File: src/hdl/clmin_pkg.sv
// Shared constants, codes and types of the cursor list with minimum scan.
`default_nettype none

package clmin_pkg;

   // node store geometry; nil is encoded as NODES
   localparam int NODES  = 16;
   localparam int IDX_W  = $clog2(NODES);
   localparam int LINK_W = IDX_W + 1;

   // item field widths
   localparam int ID_W    = 16;
   localparam int GRADE_W = 16;
   localparam int REC_W   = ID_W + GRADE_W;

   // request modes
   localparam logic MODE_INSERT = 1'b0;
   localparam logic MODE_FIND   = 1'b1;

   // result status codes
   localparam logic [1:0] ST_OK    = 2'd0;
   localparam logic [1:0] ST_FULL  = 2'd1;
   localparam logic [1:0] ST_EMPTY = 2'd2;

   // write request into the link store
   typedef struct packed {
      logic              en;
      logic [IDX_W-1:0]  addr;
      logic [LINK_W-1:0] data;
   } clmin_link_wr_type;

endpackage : clmin_pkg

`default_nettype wire

File: src/hdl/clmin_ram.sv
// Generic single-port-write, registered-read RAM.
`default_nettype none

module clmin_ram #(
   parameter int WIDTH = 8,
   parameter int DEPTH = 16
) (
   input  wire logic                     clock,
   input  wire logic                     wr_en,
   input  wire logic [$clog2(DEPTH)-1:0] wr_addr,
   input  wire logic [WIDTH-1:0]         wr_data,
   input  wire logic [$clog2(DEPTH)-1:0] rd_addr,
   output logic      [WIDTH-1:0]         rd_data
);

   logic [WIDTH-1:0] mem_ff [DEPTH];
   logic [WIDTH-1:0] rd_data_ff;

   // write port and registered read port
   always_ff @(posedge clock) begin
      if (wr_en) begin
         mem_ff[wr_addr] <= wr_data;
      end
      rd_data_ff <= mem_ff[rd_addr];
   end

   assign rd_data = rd_data_ff;

endmodule : clmin_ram

`default_nettype wire

File: src/hdl/clmin_link_store.sv
// Link store: RAM plus per-node valid bits; an unwritten node links to the next one.
`default_nettype none

module clmin_link_store
   import clmin_pkg::*;
(
   input  wire logic              clock,
   input  wire logic              reset,
   input  wire clmin_link_wr_type wr,
   input  wire logic [IDX_W-1:0]  rd_addr,
   output logic      [LINK_W-1:0] rd_link
);

   logic [NODES-1:0]  valid_ff;
   logic [NODES-1:0]  valid_in;
   logic [IDX_W-1:0]  rd_addr_ff;
   logic              rd_valid_ff;
   logic [LINK_W-1:0] ram_q;

   clmin_ram #(
      .WIDTH (LINK_W),
      .DEPTH (NODES)
   ) u_ram (
      .clock   (clock),
      .wr_en   (wr.en),
      .wr_addr (wr.addr),
      .wr_data (wr.data),
      .rd_addr (rd_addr),
      .rd_data (ram_q)
   );

   // mark a node once its link has been written
   always_comb begin
      valid_in = valid_ff;
      if (wr.en) begin
         valid_in[wr.addr] = 1'b1;
      end
   end

   always_ff @(posedge clock) begin
      if (reset) begin
         valid_ff <= '0;
      end else begin
         valid_ff <= valid_in;
      end
      rd_addr_ff  <= rd_addr;
      rd_valid_ff <= valid_ff[rd_addr];
   end

   // reset chain: node i links to i+1, the last one to nil
   assign rd_link = rd_valid_ff ? ram_q : (LINK_W'(rd_addr_ff) + LINK_W'(1));

endmodule : clmin_link_store

`default_nettype wire

File: src/hdl/cursor_list_insert_and_min_scan.sv
// Top level: cursor linked list with free chain, insert and minimum-grade scan.
//
// Items are taken with start while busy is low. Each result appears for one
// cycle on the rsp_ ports, marked by rsp_strobe, and cannot be held off.
// An insert keeps busy high through S_INS_A and S_INS_B (head insert) or
// through S_INS_A, S_INS_B and S_INS_C (insert after a predecessor); a full
// list answers without raising busy. A find over a list of n reachable
// nodes (n at most 16) keeps busy high through the first walk (S_SCAN1), the
// second walk (S_SCAN2) and S_FLUSH: one node is visited per cycle in each
// of the two walks, since the node store has one registered read port and
// the next address is the link just read. A find on an empty list answers
// without raising busy. Results of a find come out in list order, the
// final one with rsp_last set.
`default_nettype none

module cursor_list_insert_and_min_scan
   import clmin_pkg::*;
(
   input  wire logic                     clock,
   input  wire logic                     reset,
   input  wire logic                     start,
   output logic                          busy,
   input  wire logic                     req_mode,
   input  wire logic [ID_W-1:0]          req_rec_id,
   input  wire logic signed [GRADE_W-1:0] req_grade,
   input  wire logic [IDX_W-1:0]         req_pred_index,
   input  wire logic                     req_pred_none,
   output logic                          rsp_strobe,
   output logic [1:0]                    rsp_status,
   output logic [IDX_W-1:0]              rsp_node_slot,
   output logic [ID_W-1:0]               rsp_found_id,
   output logic signed [GRADE_W-1:0]     rsp_min_grade,
   output logic                          rsp_last
);

   localparam logic [2:0] S_IDLE  = 3'd0;
   localparam logic [2:0] S_INS_A = 3'd1;
   localparam logic [2:0] S_INS_B = 3'd2;
   localparam logic [2:0] S_INS_C = 3'd3;
   localparam logic [2:0] S_SCAN1 = 3'd4;
   localparam logic [2:0] S_SCAN2 = 3'd5;
   localparam logic [2:0] S_FLUSH = 3'd6;

   // control state
   logic [2:0]        state_ff, state_in;
   logic [LINK_W-1:0] list_head_ff, list_head_in;
   logic [LINK_W-1:0] free_head_ff, free_head_in;
   logic              pend_valid_ff, pend_valid_in;
   logic              rsp_strobe_ff, rsp_strobe_in;

   // working registers
   logic [ID_W-1:0]           rec_id_ff, rec_id_in;
   logic signed [GRADE_W-1:0] grade_ff, grade_in;
   logic [IDX_W-1:0]          pred_ff, pred_in;
   logic                      at_head_ff, at_head_in;
   logic [IDX_W-1:0]          tgt_ff, tgt_in;
   logic [IDX_W-1:0]          cur_ff, cur_in;
   logic [LINK_W-1:0]         steps_ff, steps_in;
   logic signed [GRADE_W-1:0] best_ff, best_in;
   logic [IDX_W-1:0]          pend_slot_ff, pend_slot_in;
   logic [ID_W-1:0]           pend_id_ff, pend_id_in;

   // result registers
   logic [1:0]                rsp_status_ff, rsp_status_in;
   logic [IDX_W-1:0]          rsp_slot_ff, rsp_slot_in;
   logic [ID_W-1:0]           rsp_id_ff, rsp_id_in;
   logic signed [GRADE_W-1:0] rsp_grade_ff, rsp_grade_in;
   logic                      rsp_last_ff, rsp_last_in;

   // memory ports
   logic [IDX_W-1:0]          rd_addr;
   logic [LINK_W-1:0]         link_rd;
   clmin_link_wr_type         link_wr;
   logic                      rec_wr_en;
   logic [REC_W-1:0]          rec_rd;
   logic [ID_W-1:0]           rd_id;
   logic signed [GRADE_W-1:0] rd_grade;
   logic                      link_nil;
   logic                      list_nil;
   logic                      free_nil;
   logic                      last_step;

   // record store: id and grade of each node
   clmin_ram #(
      .WIDTH (REC_W),
      .DEPTH (NODES)
   ) u_rec_ram (
      .clock   (clock),
      .wr_en   (rec_wr_en),
      .wr_addr (tgt_ff),
      .wr_data ({rec_id_ff, grade_ff}),
      .rd_addr (rd_addr),
      .rd_data (rec_rd)
   );

   // link store
   clmin_link_store u_links (
      .clock   (clock),
      .reset   (reset),
      .wr      (link_wr),
      .rd_addr (rd_addr),
      .rd_link (link_rd)
   );

   assign rd_id     = rec_rd[REC_W-1:GRADE_W];
   assign rd_grade  = rec_rd[GRADE_W-1:0];
   assign link_nil  = (link_rd >= LINK_W'(NODES));
   assign list_nil  = (list_head_ff >= LINK_W'(NODES));
   assign free_nil  = (free_head_ff >= LINK_W'(NODES));
   assign last_step = (steps_ff == LINK_W'(NODES - 1));

   // sequencer
   always_comb begin
      state_in      = state_ff;
      list_head_in  = list_head_ff;
      free_head_in  = free_head_ff;
      pend_valid_in = pend_valid_ff;
      rec_id_in     = rec_id_ff;
      grade_in      = grade_ff;
      pred_in       = pred_ff;
      at_head_in    = at_head_ff;
      tgt_in        = tgt_ff;
      cur_in        = cur_ff;
      steps_in      = steps_ff;
      best_in       = best_ff;
      pend_slot_in  = pend_slot_ff;
      pend_id_in    = pend_id_ff;
      rsp_strobe_in = 1'b0;
      rsp_status_in = ST_OK;
      rsp_slot_in   = '0;
      rsp_id_in     = '0;
      rsp_grade_in  = '0;
      rsp_last_in   = 1'b0;
      rd_addr       = cur_ff;
      link_wr       = '0;
      rec_wr_en     = 1'b0;

      unique case (state_ff)
         S_IDLE: begin
            if (start) begin
               if (req_mode == MODE_INSERT) begin
                  if (free_nil) begin
                     rsp_strobe_in = 1'b1;
                     rsp_status_in = ST_FULL;
                     rsp_last_in   = 1'b1;
                  end else begin
                     // fetch the free chain's successor of the taken node
                     rd_addr    = free_head_ff[IDX_W-1:0];
                     tgt_in     = free_head_ff[IDX_W-1:0];
                     rec_id_in  = req_rec_id;
                     grade_in   = req_grade;
                     pred_in    = req_pred_index;
                     at_head_in = req_pred_none
                                  || (LINK_W'(req_pred_index) >= LINK_W'(NODES));
                     state_in   = S_INS_A;
                  end
               end else begin
                  if (list_nil) begin
                     rsp_strobe_in = 1'b1;
                     rsp_status_in = ST_EMPTY;
                     rsp_last_in   = 1'b1;
                  end else begin
                     rd_addr  = list_head_ff[IDX_W-1:0];
                     cur_in   = list_head_ff[IDX_W-1:0];
                     steps_in = '0;
                     state_in = S_SCAN1;
                  end
               end
            end
         end

         S_INS_A: begin
            // unlink from free chain, store the record, fetch predecessor link
            free_head_in = link_rd;
            rec_wr_en    = 1'b1;
            rd_addr      = pred_ff;
            state_in     = S_INS_B;
         end

         S_INS_B: begin
            link_wr.en   = 1'b1;
            link_wr.addr = tgt_ff;
            if (at_head_ff) begin
               link_wr.data  = list_head_ff;
               list_head_in  = LINK_W'(tgt_ff);
               rsp_strobe_in = 1'b1;
               rsp_slot_in   = tgt_ff;
               rsp_last_in   = 1'b1;
               state_in      = S_IDLE;
            end else begin
               link_wr.data = link_rd;
               state_in     = S_INS_C;
            end
         end

         S_INS_C: begin
            // predecessor now points at the new node
            link_wr.en    = 1'b1;
            link_wr.addr  = pred_ff;
            link_wr.data  = LINK_W'(tgt_ff);
            rsp_strobe_in = 1'b1;
            rsp_slot_in   = tgt_ff;
            rsp_last_in   = 1'b1;
            state_in      = S_IDLE;
         end

         S_SCAN1: begin
            // first walk: running minimum
            if ((steps_ff == '0) || (rd_grade < best_ff)) begin
               best_in = rd_grade;
            end
            if (link_nil || last_step) begin
               rd_addr       = list_head_ff[IDX_W-1:0];
               cur_in        = list_head_ff[IDX_W-1:0];
               steps_in      = '0;
               pend_valid_in = 1'b0;
               state_in      = S_SCAN2;
            end else begin
               rd_addr  = link_rd[IDX_W-1:0];
               cur_in   = link_rd[IDX_W-1:0];
               steps_in = steps_ff + LINK_W'(1);
            end
         end

         S_SCAN2: begin
            // second walk: a match is held until the next one shows it is not final
            if (rd_grade == best_ff) begin
               if (pend_valid_ff) begin
                  rsp_strobe_in = 1'b1;
                  rsp_slot_in   = pend_slot_ff;
                  rsp_id_in     = pend_id_ff;
                  rsp_grade_in  = best_ff;
               end
               pend_valid_in = 1'b1;
               pend_slot_in  = cur_ff;
               pend_id_in    = rd_id;
            end
            if (link_nil || last_step) begin
               state_in = S_FLUSH;
            end else begin
               rd_addr  = link_rd[IDX_W-1:0];
               cur_in   = link_rd[IDX_W-1:0];
               steps_in = steps_ff + LINK_W'(1);
            end
         end

         S_FLUSH: begin
            rsp_strobe_in = pend_valid_ff;
            rsp_slot_in   = pend_slot_ff;
            rsp_id_in     = pend_id_ff;
            rsp_grade_in  = best_ff;
            rsp_last_in   = 1'b1;
            pend_valid_in = 1'b0;
            state_in      = S_IDLE;
         end

         default: begin
            state_in = S_IDLE;
         end
      endcase
   end

   // control registers
   always_ff @(posedge clock) begin
      if (reset) begin
         state_ff      <= S_IDLE;
         list_head_ff  <= LINK_W'(NODES);
         free_head_ff  <= '0;
         pend_valid_ff <= 1'b0;
         rsp_strobe_ff <= 1'b0;
      end else begin
         state_ff      <= state_in;
         list_head_ff  <= list_head_in;
         free_head_ff  <= free_head_in;
         pend_valid_ff <= pend_valid_in;
         rsp_strobe_ff <= rsp_strobe_in;
      end
   end

   // payload registers
   always_ff @(posedge clock) begin
      rec_id_ff     <= rec_id_in;
      grade_ff      <= grade_in;
      pred_ff       <= pred_in;
      at_head_ff    <= at_head_in;
      tgt_ff        <= tgt_in;
      cur_ff        <= cur_in;
      steps_ff      <= steps_in;
      best_ff       <= best_in;
      pend_slot_ff  <= pend_slot_in;
      pend_id_ff    <= pend_id_in;
      rsp_status_ff <= rsp_status_in;
      rsp_slot_ff   <= rsp_slot_in;
      rsp_id_ff     <= rsp_id_in;
      rsp_grade_ff  <= rsp_grade_in;
      rsp_last_ff   <= rsp_last_in;
   end

   assign busy          = (state_ff != S_IDLE);
   assign rsp_strobe    = rsp_strobe_ff;
   assign rsp_status    = rsp_status_ff;
   assign rsp_node_slot = rsp_slot_ff;
   assign rsp_found_id  = rsp_id_ff;
   assign rsp_min_grade = rsp_grade_ff;
   assign rsp_last      = rsp_last_ff;

endmodule : cursor_list_insert_and_min_scan

`default_nettype wire

File: config.mk
export PLATFORM = sky130hd
export DESIGN_NAME = cursor_list_insert_and_min_scan
export DESIGN_NICKNAME = d
export VERILOG_FILES = /design/src/hdl/clmin_pkg.sv /design/src/hdl/clmin_ram.sv /design/src/hdl/clmin_link_store.sv /design/src/hdl/cursor_list_insert_and_min_scan.sv
export SDC_FILE = /design/constraint.sdc
export NUM_CORES = 1
export LEC_CHECK = 0
export ABC_CLOCK_PERIOD_IN_PS = 10650
export BUFFER_PORTS_ARGS = -buffer_cell sky130_fd_sc_hd__buf_4
export CAP_MARGIN = 25
export CORE_MARGIN = 4
export CORE_UTILIZATION = 45
export CTS_CLUSTER_SIZE = 30
export DETAILED_ROUTE_END_ITERATION = 10
export HOLD_SLACK_MARGIN = 0.02
export SYNTH_ARGS = -nofsm -noshare
export SYNTH_HDL_FRONTEND = slang
export SYNTH_SLANG_ARGS = --single-unit
File: constraint.sdc
create_clock -name clock -period 10.65 [get_ports clock]
set_clock_uncertainty 0.15 [all_clocks]
set_input_delay 1.5975 -clock clock [delete_from_list [all_inputs] [get_ports clock]]
set_output_delay 1.5975 -clock clock [all_outputs]
set_load 0.02 [all_outputs]
==> results.md <==
- Total number of nets in the final design: 2418
- Required time at the endpoint of the critical path: 11.06 ns
- Number of buffers between clock root and the deepest sink: 3
- Seq/Total Area, Yosys: 0.753
- Cell repeated most along the worst path: buf_4
- Max Fclk: 0.184 GHz
- Post-Synthesis Net Count: 2349
- Cell-by-cell trace of the critical path: buf_4 -> nor2_1 -> and4b_2 -> buf_4 -> a221o_1 -> nor3_4 -> buf_12 -> inv_8 -> buf_4 -> nand2_1 -> a32oi_1 -> nand2_1 -> a31oi_1
- Setup fix buffers added after clock tree synthesis: 0
- Hold path startpoint: u_rec_ram.rd_data[23]
- Number of buffers and inverters on the critical path: 5
- Reg2Reg Launch Point: state_ff[2]
- Starting utilization of the core area: 0.455
- Total power density per cell area: 217 nW/µm²
- Count of yosys warnings during synthesis: 0
- Reg2reg setup slack: 5.49 ns
- Register bit total from synthesis: 790
- Count of flip-flops with a built-in enable after synthesis: 678
- Chip width: 266 µm
- Maximum VDD drop: 123 µV
- Via total after detailed routing: 18400
- Drc violations: 0
- Number of max-cap violations: 0
- Detailed placement HPWL: 36800 µm
- Number of instances in the synthesized netlist: 2288
- First-pass GRT wire length: 108000 µm
- Via density per instance: 5.58
- Critical-path maximum fanout: 209
- Final worst-path cycle share: 0.510
- Sw Ratio: 0.263
- Initial antenna violation count: 2
- Distinct cells, synth: 55
- WL/cell: 22.2 µm
- Share of power burned in combinational logic: 0.131
- XOR/XNOR Fraction of Synth Area: 0.000876
- CTS sink count: 790
- Critical path's slowest cell: buf_4
- Instance area at placement: 31500 µm²
- Share of synthesized flip-flops with an asynchronous set or reset: 0
- Share of cells above drive strength 1: 0.117
- Number of cells on the worst reg-to-reg path: 12
- Path type of the worst min-delay path: flip-flop to flip-flop
- Post-route cell area: 34300 µm²
- Global placer's final weighted congestion: 0.804
- Count of buffers inserted at the top-level ports: 81
- Worst Hold Path EP: pend_id_ff[7]
- Synthesized-area fraction occupied by ao, oa, aoi and oai cells: 0.0601
- Most common flop cell mapped by yosys: edfxtp_1
- Kind of end point of the critical path: flip-flop
- Power Internal: 5.48 mW
- Setup repair after global routing missed its margin: false
- Fraction of power consumed by sequential logic: 0.487
- Clock tree from TritonCTS: built
- Run status: finished, final reports clean
- Switching component of the power: 1.95 mW
- Largest stage delay on the critical path: 0.82 ns
- Mux cell area share after synthesis: 0.00709
- Signed area change from the synthesized netlist to the final layout: 14.2%
- Quantity of hold-fixing buffers added after cts: 0
- Aggregate routed wire length: 73100 µm
- Number of hold violations in the final report: 0
- Final Setup Violations: 0
- Accumulated negative setup slack: 0 ns
- Number of cell rows: 94
- Pin count of the biggest net entering global routing: 210
- Area share of and/or/nand/nor cells after synthesis: 0.146
- Die Footprint: 70900 µm²
- CTS H-Tree Depth: 3
- Number of nets with antenna violations after routing: 0
- Overall die height: 266 µm
- Number of detailed-routing iterations run before antenna repair: 5
- Clock tree root driver cell: clkbuf_16
- Cell area after synthesis: 30000 µm²
- Static leakage: 11.8 nW
- Worst slew pin tran: 1.16 ns
- Main combinational cell family by area after synthesis: simple AND/OR/NAND/NOR gates
- Shortest clock period the worst path allows after layout: 5.43 ns
- Worst path arrival time: 5.84 ns
- Worst rel slew slack: 0.226
- Placeable Area: 66000 µm²
- Avg Inst Size Synth: 13.1 µm²
- Congestion Overflow GR: 0
- Reg2reg end: u_rec_ram.rd_data[5]
- Clk pwr share: 0.382
- Clk Latency, worst-skew pair: 0.63 ns
- CP Class: primary input to flip-flop
- Clock input transition at the sequential cells of the worst setup and hold paths: 0.06 ns
- Num ports: 82
- Number of inserted filler cells in the final layout: 5518
- Num CTS Buffers: 82
- Critical path startpoint category: primary input
- # diodes: 0
- Drt first-iter violations: 1821
- Final max-slew violation count: 0
- Cell depth of the worst min-delay path: 0
- Post-cts sizing count: 0
- Via count of the first global-routing pass: 17300
- Cell family with the largest share of critical-path delay: buffers and inverters
- Overall routing resource usage: 0.203
- Fraction of the mapped netlist area in adder cells: 0.00834
## stage by stage
stage / util / power [mW] / setup WS, ns / hold slack (ns) / instances
4_1_cts: 0.519 / 7.49 / 5.18 / 0.251 / 3289
2_1_floorplan: - / 4.32 / 6.33 / 0.236 / 2288
3_3_place_gp: 0.478 / 4.64 / 4.61 / 0.242 / 3136
6_report: 0.519 / 7.43 / 5.22 / 0.253 / 3290
5_1_grt: 0.519 / 7.75 / 4.86 / 0.258 / 3290
3_5_place_dp: 0.478 / 4.65 / 4.54 / 0.240 / 3136
## per-layer routing
| metal | up-vias | share of wire | GRT usage |
|---|---|---|---|
| met5 | - | 0 | 0 |
| met4 | 0 | 0.019 | 0.0587 |
| met3 | 88 | 0.072 | 0.0310 |
| met2 | 684 | 0.47 | 0.327 |
| met1 | 9159 | 0.44 | 0.290 |
| li1 | 8439 | - | - |
## layout by cell type (no fill, tap or decap), types with 23 or more instances in the layout
cell       netlist  routed
clkbuf_1        50      23
edfxtp_1       678     678
inv_1           27      27
nand4_1         40      40
clkbuf_16        0      84
nand3_1        159     159
a21oi_1         93      93
nor2_1          99      83
buf_4            6     120
dfxtp_1        112     112
a31oi_1         41      41
and2_1          34      34
a32oi_1         77      77
nand2_1        637     637
## cell families (layout without fill, tap and decap cells)
kind of cell / count (synthesis) / count (layout)
adders and majority gates: 20 / 20
and+or+nand+nor: 1022 / 1022
muxes: 21 / 21
DFF: 790 / 790
xor gates and xnor gates: 3 / 3
AOI/OAI and AO/OA: 266 / 266
buffers and inverters: 166 / 304
## flip-flops by register name, summed over array words and instances (netlist names), 16 cells and up
| name | count |
|---|---|
| u_links.u_ram.mem_ff | 80 |
| pend_id_ff | 16 |
| best_ff | 16 |
| u_links.valid_ff | 16 |
| rsp_min_grade | 16 |
| rec_id_ff | 16 |
| u_rec_ram.rd_data | 32 |
| grade_ff | 16 |
| rsp_found_id | 16 |
| u_rec_ram.mem_ff | 512 |
## worst register-to-register path, stage by stage, from the launching register on
cell and delay [ns]:
dfxtp_1 0.54, nor2_1 0.33, and4b_2 0.25, buf_4 0.66, a221o_1 0.33, nor3_4 0.07
buf_12 0.25, inv_8 0.86, buf_4 0.92, nand2_1 0.23, a32oi_1 0.25, nand2_1 0.08
a31oi_1 0.18
## layout make-up
class | instances | area, µm² | area share
sequential | 790 | 22600 | 0.660
multi-input combinational | 1332 | 6830 | 0.199
clock buffer | 110 | 2230 | 0.0651
tap | 864 | 1080 | 0.0316
timing repair buffer | 122 | 948 | 0.0277
clock inverter | 43 | 458 | 0.0134
inverter | 29 | 116 | 0.00340
## Yosys cell counts (2+ instances only)
library cell / number / area, µm²
a32oi_1: 77 / 674
or2_2: 3 / 18.8
and2_1: 34 / 213
a22o_1: 4 / 35.0
or3_1: 5 / 31.3
a311oi_1: 2 / 17.5
nor2b_1: 9 / 56.3
edfxtp_1: 678 / 20400
inv_1: 27 / 101
nor2_1: 99 / 372
clkbuf_1: 50 / 188
nand2b_1: 6 / 37.5
a21o_1: 4 / 30.0
a22oi_1: 2 / 15.0
buf_4: 6 / 45.0
o21bai_1: 4 / 30.0
and3_1: 3 / 18.8
a21oi_1: 93 / 465
nand3b_1: 2 / 15.0
mux2_2: 2 / 22.5
buf_1: 7 / 26.3
xnor2_1: 2 / 17.5
nor3_1: 13 / 65.1
dfxtp_1: 112 / 2240
nand2_1: 637 / 2390
buf_2: 74 / 370
a221oi_1: 4 / 35.0
o211ai_1: 2 / 15.0
o21ai_0: 15 / 75.1
a31oi_1: 41 / 257
nand4_1: 40 / 250
nand3_1: 159 / 796
o21a_1: 2 / 15.0
ha_1: 20 / 250
inv_2: 2 / 7.51
nor3b_1: 6 / 45.0
a211oi_1: 6 / 45.0
mux2i_1: 19 / 190
## power by group through the flow
stage / Combinational [mW] / Clock (mW) / Sequential [mW]
2_1_floorplan: 0.701 / 0 / 3.62
3_3_place_gp: 0.957 / 0 / 3.68
3_5_place_dp: 0.970 / 0 / 3.68
4_1_cts: 0.974 / 2.90 / 3.62
5_1_grt: 1.08 / 3.04 / 3.63
6_report: 0.976 / 2.84 / 3.62
## worst max-delay path by stage
stage / depth (start not counted) / to / slack, ns / startpoint
CTS: 13 / u_rec_ram.rd_data[5] / 5.18 / req_mode
finish: 13 / u_rec_ram.rd_data[5] / 5.22 / req_mode
floorplan: 11 / u_rec_ram.rd_data[14] / 6.33 / req_mode
global route: 13 / u_rec_ram.rd_data[1] / 4.86 / req_mode
detailed placement: 13 / u_rec_ram.rd_data[5] / 4.54 / req_mode
global placement: 13 / u_rec_ram.rd_data[1] / 4.61 / req_mode
No activity file was read; power rests on OpenSTA's default activity.
